<file path="src/ttce_pkg.sv">
// Shared types and constants for the text terminal cursor engine.
// Used by ttce_step and text_terminal_cursor_engine_core; no dependencies.
package ttce_pkg;

    localparam int SCREEN_WIDTH  = 80;
    localparam int SCREEN_HEIGHT = 25;

    localparam int COL_W  = 8;
    localparam int ROW_W  = 6;
    localparam int ADDR_W = 11;

    // Cursor window bounds
    localparam logic [COL_W-1:0] COL_FIRST = COL_W'(2);
    localparam logic [ROW_W-1:0] ROW_FIRST = ROW_W'(2);
    localparam logic [COL_W-1:0] COL_LAST  = COL_W'(SCREEN_WIDTH - 3);
    localparam logic [COL_W:0]   COL_END   = (COL_W+1)'(SCREEN_WIDTH - 2);
    localparam logic [ROW_W:0]   ROW_END   = (ROW_W+1)'(SCREEN_HEIGHT - 2);
    localparam logic [COL_W:0]   TAB_STEP  = (COL_W+1)'(4);

    // Attributes
    localparam logic [7:0] COLOR_RESET = 8'h07;
    localparam logic [7:0] BELL_COLOR  = 8'h04;

    // Control characters
    localparam logic [7:0] CH_BELL  = 8'h07;
    localparam logic [7:0] CH_BS    = 8'h08;
    localparam logic [7:0] CH_TAB   = 8'h09;
    localparam logic [7:0] CH_LF    = 8'h0A;
    localparam logic [7:0] CH_VT    = 8'h0B;
    localparam logic [7:0] CH_FF    = 8'h0C;
    localparam logic [7:0] CH_CR    = 8'h0D;
    localparam logic [7:0] CH_SPACE = 8'h20;

    localparam logic ACT_PUT_CHAR  = 1'b0;
    localparam logic ACT_SET_COLOR = 1'b1;

    typedef struct packed {
        logic       action;
        logic [7:0] char_code;
        logic [7:0] new_color;
    } in_t;

    typedef struct packed {
        logic              write_valid;
        logic [ADDR_W-1:0] cell_address;
        logic [15:0]       cell_word;
        logic              clear_screen;
        logic [7:0]        clear_body_color;
    } out_t;

    typedef struct packed {
        logic [COL_W-1:0] column;
        logic [ROW_W-1:0] row;
        logic [7:0]       color;
    } cursor_t;

endpackage

</file>
<file path="src/text_terminal_cursor_engine_core.sv">
// Text terminal cursor engine: top level with input and result registers.
// Depends on ttce_pkg and ttce_step.
//
// Accepts one request per clock and returns exactly one result per request,
// registered first in the input register, then in the result register. A
// request loads the current attribute, applies a control character or puts
// a character into the framed window; the cursor and attribute update in the
// same cycle the result is registered, so back-to-back requests see each
// other's effect. Throughput is one request per cycle while m_ready stays
// high; the result register frees the input side whenever the result is taken.
module text_terminal_cursor_engine_core (
    input  logic            aclk,
    input  logic            aresetn,
    input  logic            cfg_wr_en,
    input  logic [7:0]      cfg_wr_data,
    input  logic            s_valid,
    output logic            s_ready,
    input  ttce_pkg::in_t   s_data,
    output logic            m_valid,
    input  logic            m_ready,
    output ttce_pkg::out_t  m_data
);
    import ttce_pkg::*;

    logic       in_valid_reg;
    in_t        in_data_reg;
    logic       out_valid_reg;
    out_t       out_data_reg;
    cursor_t    cur_reg;
    cursor_t    cur_next;
    out_t       res_next;
    logic [7:0] default_color_reg;
    logic       out_free;
    logic       fire;

    assign out_free = !out_valid_reg || m_ready;
    assign fire     = in_valid_reg && out_free;
    assign s_ready  = !in_valid_reg || out_free;
    assign m_valid  = out_valid_reg;
    assign m_data   = out_data_reg;

    ttce_step u_step (
        .cur           (cur_reg),
        .req           (in_data_reg),
        .default_color (default_color_reg),
        .cur_next      (cur_next),
        .res           (res_next)
    );

    always_ff @(posedge aclk) begin
        if (!aresetn) begin
            in_valid_reg      <= 1'b0;
            out_valid_reg     <= 1'b0;
            default_color_reg <= COLOR_RESET;
            cur_reg.column    <= COL_FIRST;
            cur_reg.row       <= ROW_FIRST;
            cur_reg.color     <= COLOR_RESET;
        end else begin
            if (cfg_wr_en) begin
                default_color_reg <= cfg_wr_data;
            end
            if (s_ready) begin
                in_valid_reg <= s_valid;
            end
            // Advance state and the result register together
            if (fire) begin
                out_valid_reg <= 1'b1;
                cur_reg       <= cur_next;
            end else if (m_ready) begin
                out_valid_reg <= 1'b0;
            end
        end
    end

    always_ff @(posedge aclk) begin
        if (s_valid && s_ready) begin
            in_data_reg <= s_data;
        end
        if (fire) begin
            out_data_reg <= res_next;
        end
    end

endmodule

</file>
<file path="src/ttce_step.sv">
// Next cursor state and result for one request of the cursor engine.
// Pure combinational; depends on ttce_pkg.
module ttce_step (
    input  ttce_pkg::cursor_t cur,
    input  ttce_pkg::in_t     req,
    input  logic [7:0]        default_color,
    output ttce_pkg::cursor_t cur_next,
    output ttce_pkg::out_t    res
);
    import ttce_pkg::*;

    logic [COL_W-1:0]  col_pre;
    logic [ROW_W-1:0]  row_pre;
    logic              do_advance;
    logic              do_write;
    logic [7:0]        write_char;
    logic [COL_W:0]    col_inc;
    logic [ROW_W:0]    row_inc;
    logic [COL_W:0]    tab_sum;
    logic [ROW_W:0]    vt_row;
    logic [ADDR_W+3:0] addr_full;

    always_comb begin
        col_pre    = cur.column;
        row_pre    = cur.row;
        do_advance = 1'b1;
        do_write   = 1'b0;
        write_char = req.char_code;
        cur_next   = cur;
        res        = '0;
        tab_sum    = {1'b0, cur.column} + TAB_STEP;
        vt_row     = {1'b0, cur.row} + (ROW_W+1)'(1);

        if (req.action == ACT_SET_COLOR) begin
            cur_next.color = req.new_color;
            do_advance     = 1'b0;
        end else begin
            case (req.char_code)
                CH_BS: begin
                    if (cur.column > COL_FIRST) begin
                        col_pre = cur.column - COL_W'(1);
                    end
                    do_write   = 1'b1;
                    write_char = CH_SPACE;
                end
                CH_LF: begin
                    col_pre = COL_LAST;
                end
                CH_TAB: begin
                    col_pre = (tab_sum >= {1'b0, COL_LAST}) ? COL_LAST : tab_sum[COL_W-1:0];
                end
                CH_CR: begin
                    col_pre = COL_FIRST;
                end
                CH_FF: begin
                    res.clear_screen     = 1'b1;
                    res.clear_body_color = cur.color;
                    col_pre              = COL_FIRST;
                    row_pre              = ROW_FIRST;
                end
                CH_VT: begin
                    row_pre = (vt_row >= ROW_END) ? ROW_FIRST : vt_row[ROW_W-1:0];
                end
                CH_BELL: begin
                    do_advance     = 1'b0;
                    cur_next.color = (cur.color != BELL_COLOR) ? BELL_COLOR : default_color;
                end
                default: begin
                    do_write = 1'b1;
                end
            endcase
        end

        // Write lands at the cursor before the advance
        addr_full = (ADDR_W+4)'(row_pre) * (ADDR_W+4)'(SCREEN_WIDTH)
                  + (ADDR_W+4)'(col_pre);
        if (do_write) begin
            res.write_valid  = 1'b1;
            res.cell_address = addr_full[ADDR_W-1:0];
            res.cell_word    = {cur.color, write_char};
        end

        // Advance: wrap column to next row, row back to the top
        col_inc = {1'b0, col_pre} + (COL_W+1)'(1);
        row_inc = {1'b0, row_pre} + (ROW_W+1)'(1);
        if (do_advance) begin
            if (col_inc >= COL_END) begin
                cur_next.column = COL_FIRST;
                cur_next.row    = (row_inc >= ROW_END) ? ROW_FIRST : row_inc[ROW_W-1:0];
            end else begin
                cur_next.column = col_inc[COL_W-1:0];
                cur_next.row    = row_pre;
            end
        end
    end

endmodule

</file>
<file path="config.mk">
export PLATFORM = sky130hd
export DESIGN_NAME = text_terminal_cursor_engine_core
export DESIGN_NICKNAME = d
export VERILOG_FILES = /design/src/ttce_pkg.sv /design/src/text_terminal_cursor_engine_core.sv /design/src/ttce_step.sv
export SDC_FILE = /design/constraint.sdc
export NUM_CORES = 1
export LEC_CHECK = 0
export BUFFER_PORTS_ARGS = -buffer_cell sky130_fd_sc_hd__buf_4
export CAP_MARGIN = 20
export CORE_UTILIZATION = 44
export DETAILED_ROUTE_END_ITERATION = 12
export GPL_TIMING_DRIVEN = 0
export SETUP_SLACK_MARGIN = 0.3
export SYNTH_ARGS = -nofsm -noshare
export SYNTH_HDL_FRONTEND = slang
export SYNTH_SLANG_ARGS = --single-unit
</file>
<file path="constraint.sdc">
create_clock -name aclk -period 4.68 [get_ports aclk]
set_input_delay 0.468 -clock aclk [delete_from_list [all_inputs] [get_ports aclk]]
set_output_delay 0.468 -clock aclk [all_outputs]
set_load 0.005 [all_outputs]
</file>
# == Word level (Yosys, flattened, before mapping) ==
# Cells that the tools add are included.
# totals
ff_bits,86
output_inout_bits,39
wordCells,70
in_bits,30
# op_classes
n_mux,22
n_mul,1
n_bitwise,1
n_lt_le_gt_ge,5
add_sub_neg,6
n_eq_ne,8
n_reduce_logical,13
# op_table
operator,n
$mux 8,8
$eq 8x4->1 const B,6
$pmux 8 s4,1
$mux 28,1
$ge 9x7->1 const B,2
$mux 6,3
$add 6x1->7 const B,2
$ge 7x5->1 const B,2
$mux 14,1
$pmux 6 s2,1
$add 11x8->11,1
$add 8x1->9 const B,1
$add 8x3->9 const B,1
$mux 9,1
$eq 8x3->1 const B,1
$gt 8x2->1 const B,1
$ne 8x3->1 const B,1
$sub 8x1->8 const B,1
$mul 6x3->7 const B,1
$mux 1,6
$reduce_or 6->1,1
$reduce_and 2->1,2
$reduce_bool 2->1,2
$reduce_or 2->1,2
4 further kinds,7

# == Depth between registers and ports, before layout ==
# Gate-level depths: netlist of the first run.
# depth
word_depth,9
mapped_depth,18
mapped_depth_nobuf,18

# == Hierarchy ==
# From an unflattened synthesis of the first run, not the netlist that was laid out.
# unflattened
hier_cells,576
area_unflattened_um2,5510.3
# by_module_without_submodules
mod,n_inst,cells_per_inst,area_per_inst_um2
text_terminal_cursor_engine_core,1,186,2904.0
ttce_step,1,390,2606.2

# == Least setup slack after synthesis of the first run ==
# No wires, ideal clock.
# synth_timing
path_type,register -> register
start,register in_data_reg[14] (netlist name)
end,register out_data_reg (netlist bit m_data[35]) (data pin)
n_path_buf,1
stages_incl_launch_ff,15
synth_period_minus_slack_ps,3842
t_required_ps,4414
slack_ps,838
setup_time_ps,266
t_arrival_ps,3575
cell_sequence,edfxtp_1 > or4_4 > or3_4 > a221oi_4 > a21oi_1 > or2_0 > clkbuf_2 > inv_1 > ha_1 > fa_1 > xor2_1 > nand3_1 > xnor2_1 > xnor2_1 > nor2_1
# synth_between
elab_chain_cells,5
# synth_rtl
element,line_no,source
"start, declared",text_terminal_cursor_engine_core.sv:26,in_t in_data_reg;
"start signal, assigned",text_terminal_cursor_engine_core.sv:77,in_data_reg <= s_data;
$eq 8x4->1,ttce_step.sv:38,case (req.char_code)
$pmux 6 s2 / $reduce_or 2->1 (equally long branches),--,
$mux 6 / $pmux 8 s4 (equally long branches),"ttce_step.sv:34, ttce_step.sv:38",
$mul 6x3->7 / $mux 8 (equally long branches),"ttce_step.sv:75, ttce_step.sv:34",
$add 11x8->11,ttce_step.sv:76,+ (ADDR_W+4)'(col_pre);
"end signal, assigned",text_terminal_cursor_engine_core.sv:80,out_data_reg <= res_next;
"end, declared",text_terminal_cursor_engine_core.sv:28,out_t out_data_reg;
# Parallel ways exist; a longest one is shown, timed or not.
# A chain may end at the register's enable or synchronous reset.

# == Final worst setup path of the first run ==
# Same ends and word-level chain as after synthesis.

==> results.txt, run 1 <==
----------------------------------------------------
[Finish]
  Layout-stage area growth over the synthesis result ... 21.0%
  Share of post-route cells with drive strength above 1 ... 18.4%
  Cell Count, Final, Fillers Out ... 754
  N_diodes ... 0
  Number of fillers in the final layout ... 1001
  Net total in the final layout ... 665
  Number of flip-flops under the largest register name ... 37
  Post-route standard cell area excluding fillers ... 0.00613 sq mm

[Power and ir drop]
  Leakage power summed over all cells ... 2.44 nW
  Overall power of the completed layout ... 1.80 mW
  Power per Cell Area ... 294 mW/mm^2
  IR drop worst, VDD ... 0.253 mV

[Min path]
  Type of the most critical hold path ... input pin to flip-flop

[Logic synthesis]
  Cell area after synthesis ... 0.00507 sq mm
  Fraction of the yosys area taken by sequential cells ... 44.6%
  Synth Area in Compound Gates ... 17.1%
  Synthesized-area fraction occupied by adder cells ... 6.71%
  Distinct cells, synth ... 65
  Async S/R FF share, synth ... 0%
  Post-synthesis simple-gate area fraction ... 21.8%
  Mapped Avg Cell Area ... 9.58 sq um
  Proportion of synthesized area in mux cells ... 2.81%
  Total number of yosys warnings ... 0
  Net count after synthesis ... 585
  Synthesized-area fraction occupied by xor and xnor cells ... 2.76%
  Register bit count reported by yosys ... 86
  Main combinational cell family by area after synthesis ... simple AND/OR/NAND/NOR gates
  Number of enable-type register cells in the synthesized netlist ... 54
  Flip-flop cell with the highest count after synthesis ... edfxtp_1
  Number of instances in the synthesized netlist ... 529

[Global routing]
  Overall global routing resource usage ... 22.4%
  Number of global-route vias before repair ... 3988
  Initial antenna violation count ... 0
  Wire length of the first global-routing pass ... 20.1 mm
  Pin count of the biggest net entering global routing ... 28
  Remaining Overflow, GRT ... 0

[Clock network]
  TritonCTS Buffers ... 9
  Clock Sinks ... 86
  CTS Root Buffer Type ... clkbuf_16
  Clock latency at the later pin of the worst-skew pair ... 0.35 ns
  CTS clock-pin slew for the worst setup and hold paths ... 0.06 ns
  TritonCTS clock tree ... yes
  Post-CTS Hold Buffers ... 0
  Max Buffers Root-to-Sink ... 2
  H-tree levels ... 3

[Placed design]
  Quantity of I/O buffers inserted on ports ... 67
  Placer Congestion ... 0.836
  Placement Cell Area ... 0.00577 sq mm
  Number of placed cells counting well taps ... 738
  Half-perimeter wire length after detailed placement ... 9.44 mm

[Detailed routing]
  Via total after detailed routing ... 4250
  Total wirelength of the detailed-routed design ... 12.6 mm
  Mean number of vias per cell ... 5.64
  Remaining number of nets flagged by the antenna check after routing ... 0
  Number of violations reported at the end of detailed-routing iteration 0 ... 288
  Wire per inst ... 16.8 microns
  # DRC ... 0
  First-pass iteration count of the detailed router ... 5

[Job]
  Number of max-cap violations ... 0

[Critical path]
  CP Class ... flip-flop to flip-flop
  Arrival @ worst endpoint ... 4.26 ns
  Crit path capture type ... flip-flop
  Maximum fanout encountered on the critical timing path ... 7
  Worst endpoint required time ... 4.76 ns
  Worst Setup Start Kind ... flip-flop

[Timing]
  Final count of negative-setup-slack endpoints ... 0
  Actual slew at the worst max-slew pin ... 0.776 ns
  Final cycle utilization of the critical path ... 89.4%
  Final-report max-slew violation count ... 0
  Timing-limited maximum frequency ... 0.239 GHz
  Post-route setup TNS ... 0 ns
  Hold Vio Cnt, Final ... 0
  Unrepaired setup endpoints after global routing ... false
  Final Critical Period ... 4.18 ns
  Remaining max-slew budget at the tightest pin ... 48.2%
  Worst-case clock skew ... 0.00745 ns

[Outcome]
  Outcome ... finished, final reports clean

[Die]
  Initial cell density of the core ... 46.0%
  Die height ... 109 microns
  Die Area ... 0.0120 sq mm
  Top-Level Pins ... 69
  Die span in x ... 109 microns
  Core Region ... 0.0110 sq mm
  Standard-cell rows ... 38

----------------------------------------------------
## stage by stage
stage	utilization (%)	setup WS (ns)	hold slack, ns
final	55.6	0.496	0.293
after global routing	55.6	0.285	0.277
after CTS	55.2	0.408	0.283
after detailed placement	52.3	0.138	0.464
after global placement	52.1	0.124	0.457
after floorplan	-	0.838	0.439
## cells by family after synthesis
| kind of cell | count (synthesis) |
|---|---|
| flops | 86 |
| buf+inv | 54 |
| compound gates | 122 |
| fa+ha+maj | 26 |
| simple gates | 211 |
| xor+xnor | 16 |
| mux | 14 |
## power by group
group          leakage, nW  switching [mW]  internal, mW
clock network        0.145           0.312         0.421
logic                 1.52           0.114        0.0904
registers            0.779          0.0208         0.845
## routing by layer
layer	routed length, microns	share of wire, %	track usage, %	vias to the layer above
li1	-	-	-	2103
met1	5910	47	30.1	2002
met2	5840	46	35.2	132
met3	610	4.8	4.33	13
met4	286	2.3	9.81	0
met5	0	0	0	-
## final timing paths
path / depth (start not counted) / to / slack [ns] / startpoint
setup / recovery: 14 / m_data[35]$_SDFFCE_PN0P_ / 0.50 / in_data_reg[14]$_DFFE_PP_
hold / removal: 1 / in_data_reg[2]$_DFFE_PP_ / 0.29 / s_data[2]
setup reg to reg: 14 / m_data[35]$_SDFFCE_PN0P_ / 0.50 / in_data_reg[14]$_DFFE_PP_
hold reg to reg: 2 / default_color_reg[0]$_SDFFE_PN1P_ / 0.48 / default_color_reg[0]$_SDFFE_PN1P_
## what timing repair did
item | 4_1_cts | 5_1_grt
endpoints found under the hold margin | 0 | 0
setup endpoints to repair | 9 | 14
resized for setup | 1 | 12
buffers inserted | 0 | 0
## synthesized netlist by cell type (all sizes together) (3+ instances only)
| library cell | instances | share of area (%) |
|---|---|---|
| nand3 | 24 | 2.4 |
| a21o | 4 | 0.59 |
| clkbuf | 21 | 1.6 |
| o21ai | 21 | 2.1 |
| buf | 5 | 0.49 |
| nand2 | 42 | 3.1 |
| and2 | 24 | 3.0 |
| a211o | 5 | 0.86 |
| a21oi | 24 | 2.4 |
| edfxtp | 54 | 32 |
| a22oi | 8 | 1.2 |
| nor3 | 10 | 0.99 |
| xor2 | 3 | 0.52 |
| nand2b | 9 | 1.1 |
| nor4 | 7 | 0.86 |
| or2 | 3 | 0.37 |
| or4 | 6 | 1.0 |
| and3 | 7 | 0.86 |
| a31oi | 8 | 0.99 |
| a32oi | 3 | 0.52 |
| inv | 28 | 2.1 |
| nor2b | 20 | 2.5 |
| ha | 24 | 5.9 |
| o211ai | 4 | 0.69 |
| xnor2 | 13 | 2.2 |
| a21boi | 7 | 1.0 |
| mux2i | 12 | 2.4 |
| o211a | 5 | 0.99 |
| a211oi | 4 | 0.59 |
| nor2 | 41 | 3.0 |
| a221oi | 3 | 0.86 |
| dfxtp | 32 | 13 |
| nand4 | 9 | 1.1 |
| o22ai | 4 | 0.49 |
## cell usage in the layout (no fill, tap or decap), types with 24 or more instances in the layout
cell      Yosys  layout
nand3_1      24      24
buf_4         0      67
dfxtp_1      32      31
ha_1         24      24
nor2_1       41      41
and2_1       24      24
nand2_1      42      42
edfxtp_1     54      54
inv_1        28      27
a21oi_1      24      24
## critical path, cell delays in order (launching register included)
cell	delay (ns)
edfxtp_1	0.42
or4_4	0.60
or3_4	0.46
a221oi_4	0.26
a21oi_1	0.14
or2_0	0.23
clkbuf_2	0.18
inv_2	0.14
ha_1	0.29
fa_1	0.44
xor2_1	0.24
nand3_1	0.12
xnor2_1	0.19
xnor2_1	0.14
nor2_1	0.06
## area by class of cell
class	count	area, sq um	share of cell area, %
Buffer	26	105	1.71
Multi-Input combinational cell	389	2650	43.2
Inverter	28	105	1.71
Sequential cell	86	2260	36.9
Tap cell	140	175	2.86
Timing Repair Buffer	69	528	8.61
Clock inverter	7	81.3	1.33
Clock buffer	9	225	3.67
No activity file was read; power rests on OpenSTA's default activity.
==> inputs of run 2 (changes only) <==
- CORE_ASPECT_RATIO: unset -> 0.7
- CORE_MARGIN: unset -> 4
==> run 2 against run 1 <==
- clock skew rose by 0.0030 ns
- die area increased by 12%
- via count decreased by 0.12%
- critical endpoint unchanged
- largest cell class unchanged
==> results.txt, run 2 (synthesis results as in run 1) <==
----------------------------------------------------
[Die]
  Initial cell density of the core ... 45.5% (was 46.0%)
  Die Area ... 0.0133 sq mm (was 0.0120 sq mm)
  Die span in x ... 136 microns (was 109 microns)
  Die height ... 97.8 microns (was 109 microns)
  Core Region ... 0.0111 sq mm (was 0.0110 sq mm)
  Standard-cell rows ... 32 (was 38)
  Top-Level Pins ... 69 (unchanged)

[Timing]
  Final-report max-slew violation count ... 0 (unchanged)
  Hold Vio Cnt, Final ... 0 (unchanged)
  Actual slew at the worst max-slew pin ... 0.847 ns (was 0.776 ns)
  Post-Route Hold Slack ... 0.299 ns (was 0.293 ns)
  Final Critical Period ... 4.17 ns (was 4.18 ns)
  Final count of negative-setup-slack endpoints ... 0 (unchanged)
  Worst-case clock skew ... 0.0104 ns (was 0.00745 ns)
  Remaining max-slew budget at the tightest pin ... 43.4% (was 48.2%)
  Post-route setup TNS ... 0 ns (unchanged)
  Unrepaired setup endpoints after global routing ... true (was false)
  Final cycle utilization of the critical path ... 89.1% (was 89.4%)
  Timing-limited maximum frequency ... 0.240 GHz (was 0.239 GHz)

[Detailed routing]
  First-pass iteration count of the detailed router ... 5 (unchanged)
  Total wirelength of the detailed-routed design ... 13.3 mm (was 12.6 mm)
  Number of violations reported at the end of detailed-routing iteration 0 ... 388 (was 288)
  Remaining number of nets flagged by the antenna check after routing ... 0 (unchanged)
  Wire per inst ... 17.4 microns (was 16.8 microns)
  # DRC ... 0 (unchanged)
  Mean number of vias per cell ... 5.53 (was 5.64)
  Via total after detailed routing ... 4245 (was 4250)

[Clock network]
  CTS Root Buffer Type ... clkbuf_16 (unchanged)
  Clock Sinks ... 86 (unchanged)
  Clock latency at the later pin of the worst-skew pair ... 0.34 ns (was 0.35 ns)
  Post-CTS Hold Buffers ... 0 (unchanged)
  TritonCTS clock tree ... yes (unchanged)
  CTS clock-pin slew for the worst setup and hold paths ... 0.07 ns (was 0.06 ns)
  Max Buffers Root-to-Sink ... 2 (unchanged)
  TritonCTS Buffers ... 9 (unchanged)
  H-tree levels ... 3 (unchanged)

[Placed design]
  Quantity of I/O buffers inserted on ports ... 67 (unchanged)
  Number of placed cells counting well taps ... 750 (was 738)
  Placer Congestion ... 0.874 (was 0.836)
  Half-perimeter wire length after detailed placement ... 10.1 mm (was 9.44 mm)

[Critical path]
  Worst endpoint required time ... 4.75 ns (was 4.76 ns)
  Arrival @ worst endpoint ... 4.24 ns (was 4.26 ns)
  Crit path capture type ... flip-flop (unchanged)
  Worst Setup Start Kind ... flip-flop (unchanged)
  Maximum fanout encountered on the critical timing path ... 5 (was 7)
  CP Class ... flip-flop to flip-flop (unchanged)

[Global routing]
  Initial antenna violation count ... 0 (unchanged)
  Pin count of the biggest net entering global routing ... 40 (was 28)
  Number of global-route vias before repair ... 3919 (was 3988)
  Overall global routing resource usage ... 19.8% (was 22.4%)
  Wire length of the first global-routing pass ... 20.7 mm (was 20.1 mm)
  Remaining Overflow, GRT ... 0 (unchanged)

[Power and ir drop]
  Leakage power summed over all cells ... 2.44 nW (about the same)
  IR drop worst, VDD ... 0.177 mV (was 0.253 mV)
  Overall power of the completed layout ... 1.79 mW (was 1.80 mW)
  Power per Cell Area ... 292 mW/mm^2 (was 294 mW/mm^2)

[Finish]
  N_diodes ... 0 (unchanged)
  Net total in the final layout ... 665 (unchanged)
  Cell Count, Final, Fillers Out ... 767 (was 754)
  Commonest non-fill, non-tap cell in the layout ... buf_4 (unchanged)
  Number of flip-flops under the largest register name ... 37 (unchanged)
  Share of post-route cells with drive strength above 1 ... 18.7% (was 18.4%)
  Top library cells by usage in the layout, fill and taps aside ... 68 x buf_4, 54 x edfxtp_1, 42 x nand2_1, 41 x nor2_1, 30 x dfxtp_1 (was 67 x buf_4, 54 x edfxtp_1, 42 x nand2_1, 41 x nor2_1, 31 x dfxtp_1)
  Layout-stage area growth over the synthesis result ... 20.8% (was 21.0%)
  Final Util ... 55.0% (was 55.6%)

[Min path]
  Type of the most critical hold path ... input pin to flip-flop (unchanged)

[Job]
  Number of max-cap violations ... 0 (unchanged)

[Outcome]
  Outcome ... finished, final reports clean (unchanged)

----------------------------------------------------
[run 2: power breakdown]
part	switching, mW	total, mW	internal (mW)	leakage, nW
Sequential	0.0226	0.868	0.845	0.779
Clock	0.338	0.717	0.379	0.148
Combinational	0.114	0.203	0.0885	1.51
[run 2: final timing paths]
check	from	endpoint	slack, ns	cells after the start
setup / recovery	in_data_reg[14]$_DFFE_PP_	m_data[35]$_SDFFCE_PN0P_	0.51	13
hold / removal	s_data[0]	in_data_reg[0]$_DFFE_PP_	0.30	1
setup reg to reg	in_data_reg[14]$_DFFE_PP_	m_data[35]$_SDFFCE_PN0P_	0.51	13
hold reg to reg	default_color_reg[0]$_SDFFE_PN1P_	default_color_reg[0]$_SDFFE_PN1P_	0.48	2
[run 2: cell type report]
type / instances / area, sq um
clock inverters: 7 / 76.3
inverters: 28 / 108
fillers: 1035 / 5010
clock buffers: 9 / 225
multi-input cells: 389 / 2640
repair buffers: 69 / 515
plain buffers: 26 / 105
flip-flops and latches: 86 / 2260
well taps: 153 / 191
[run 2: stage by stage]
| stage | setup WS, ns | instance area (sq um) |
|---|---|---|
| 4_1_cts | 0.334 | 6080 |
| 6_report | 0.511 | 6120 |
| 2_1_floorplan | 0.838 | 5070 |
| 3_5_place_dp | 0.0502 | 5770 |
| 5_1_grt | 0.272 | 6120 |
| 3_3_place_gp | 0.0160 | 5760 |
[run 2: metal layers]
layer  share of wire (%)  up-vias  global-route usage [%]
met5                   0        -                       0
met4                0.46        0                    3.25
met3                 8.1        4                    4.27
met2                  41      148                    27.5
met1                  50     1989                    31.7
li1                    -     2104                       -
[run 2: repair_timing]
action                                 CTS  global route
pin swaps                                1             0
resized for setup                        1            15
setup endpoints to repair               13            15
endpoints found under the hold margin    0             0
buffers inserted                         0             1
[run 2: worst max-delay path, stage by stage (launching register included)]
cell and delay (ns):
edfxtp_1 0.43, or4_4 0.61, or3_4 0.46, a221oi_4 0.25
a31o_2 0.31, inv_1 0.16, ha_1 0.32, ha_1 0.23
fa_1 0.38, xor2_1 0.25, nand3_1 0.13, xnor2_1 0.18
xnor2_1 0.14, nor2_1 0.05
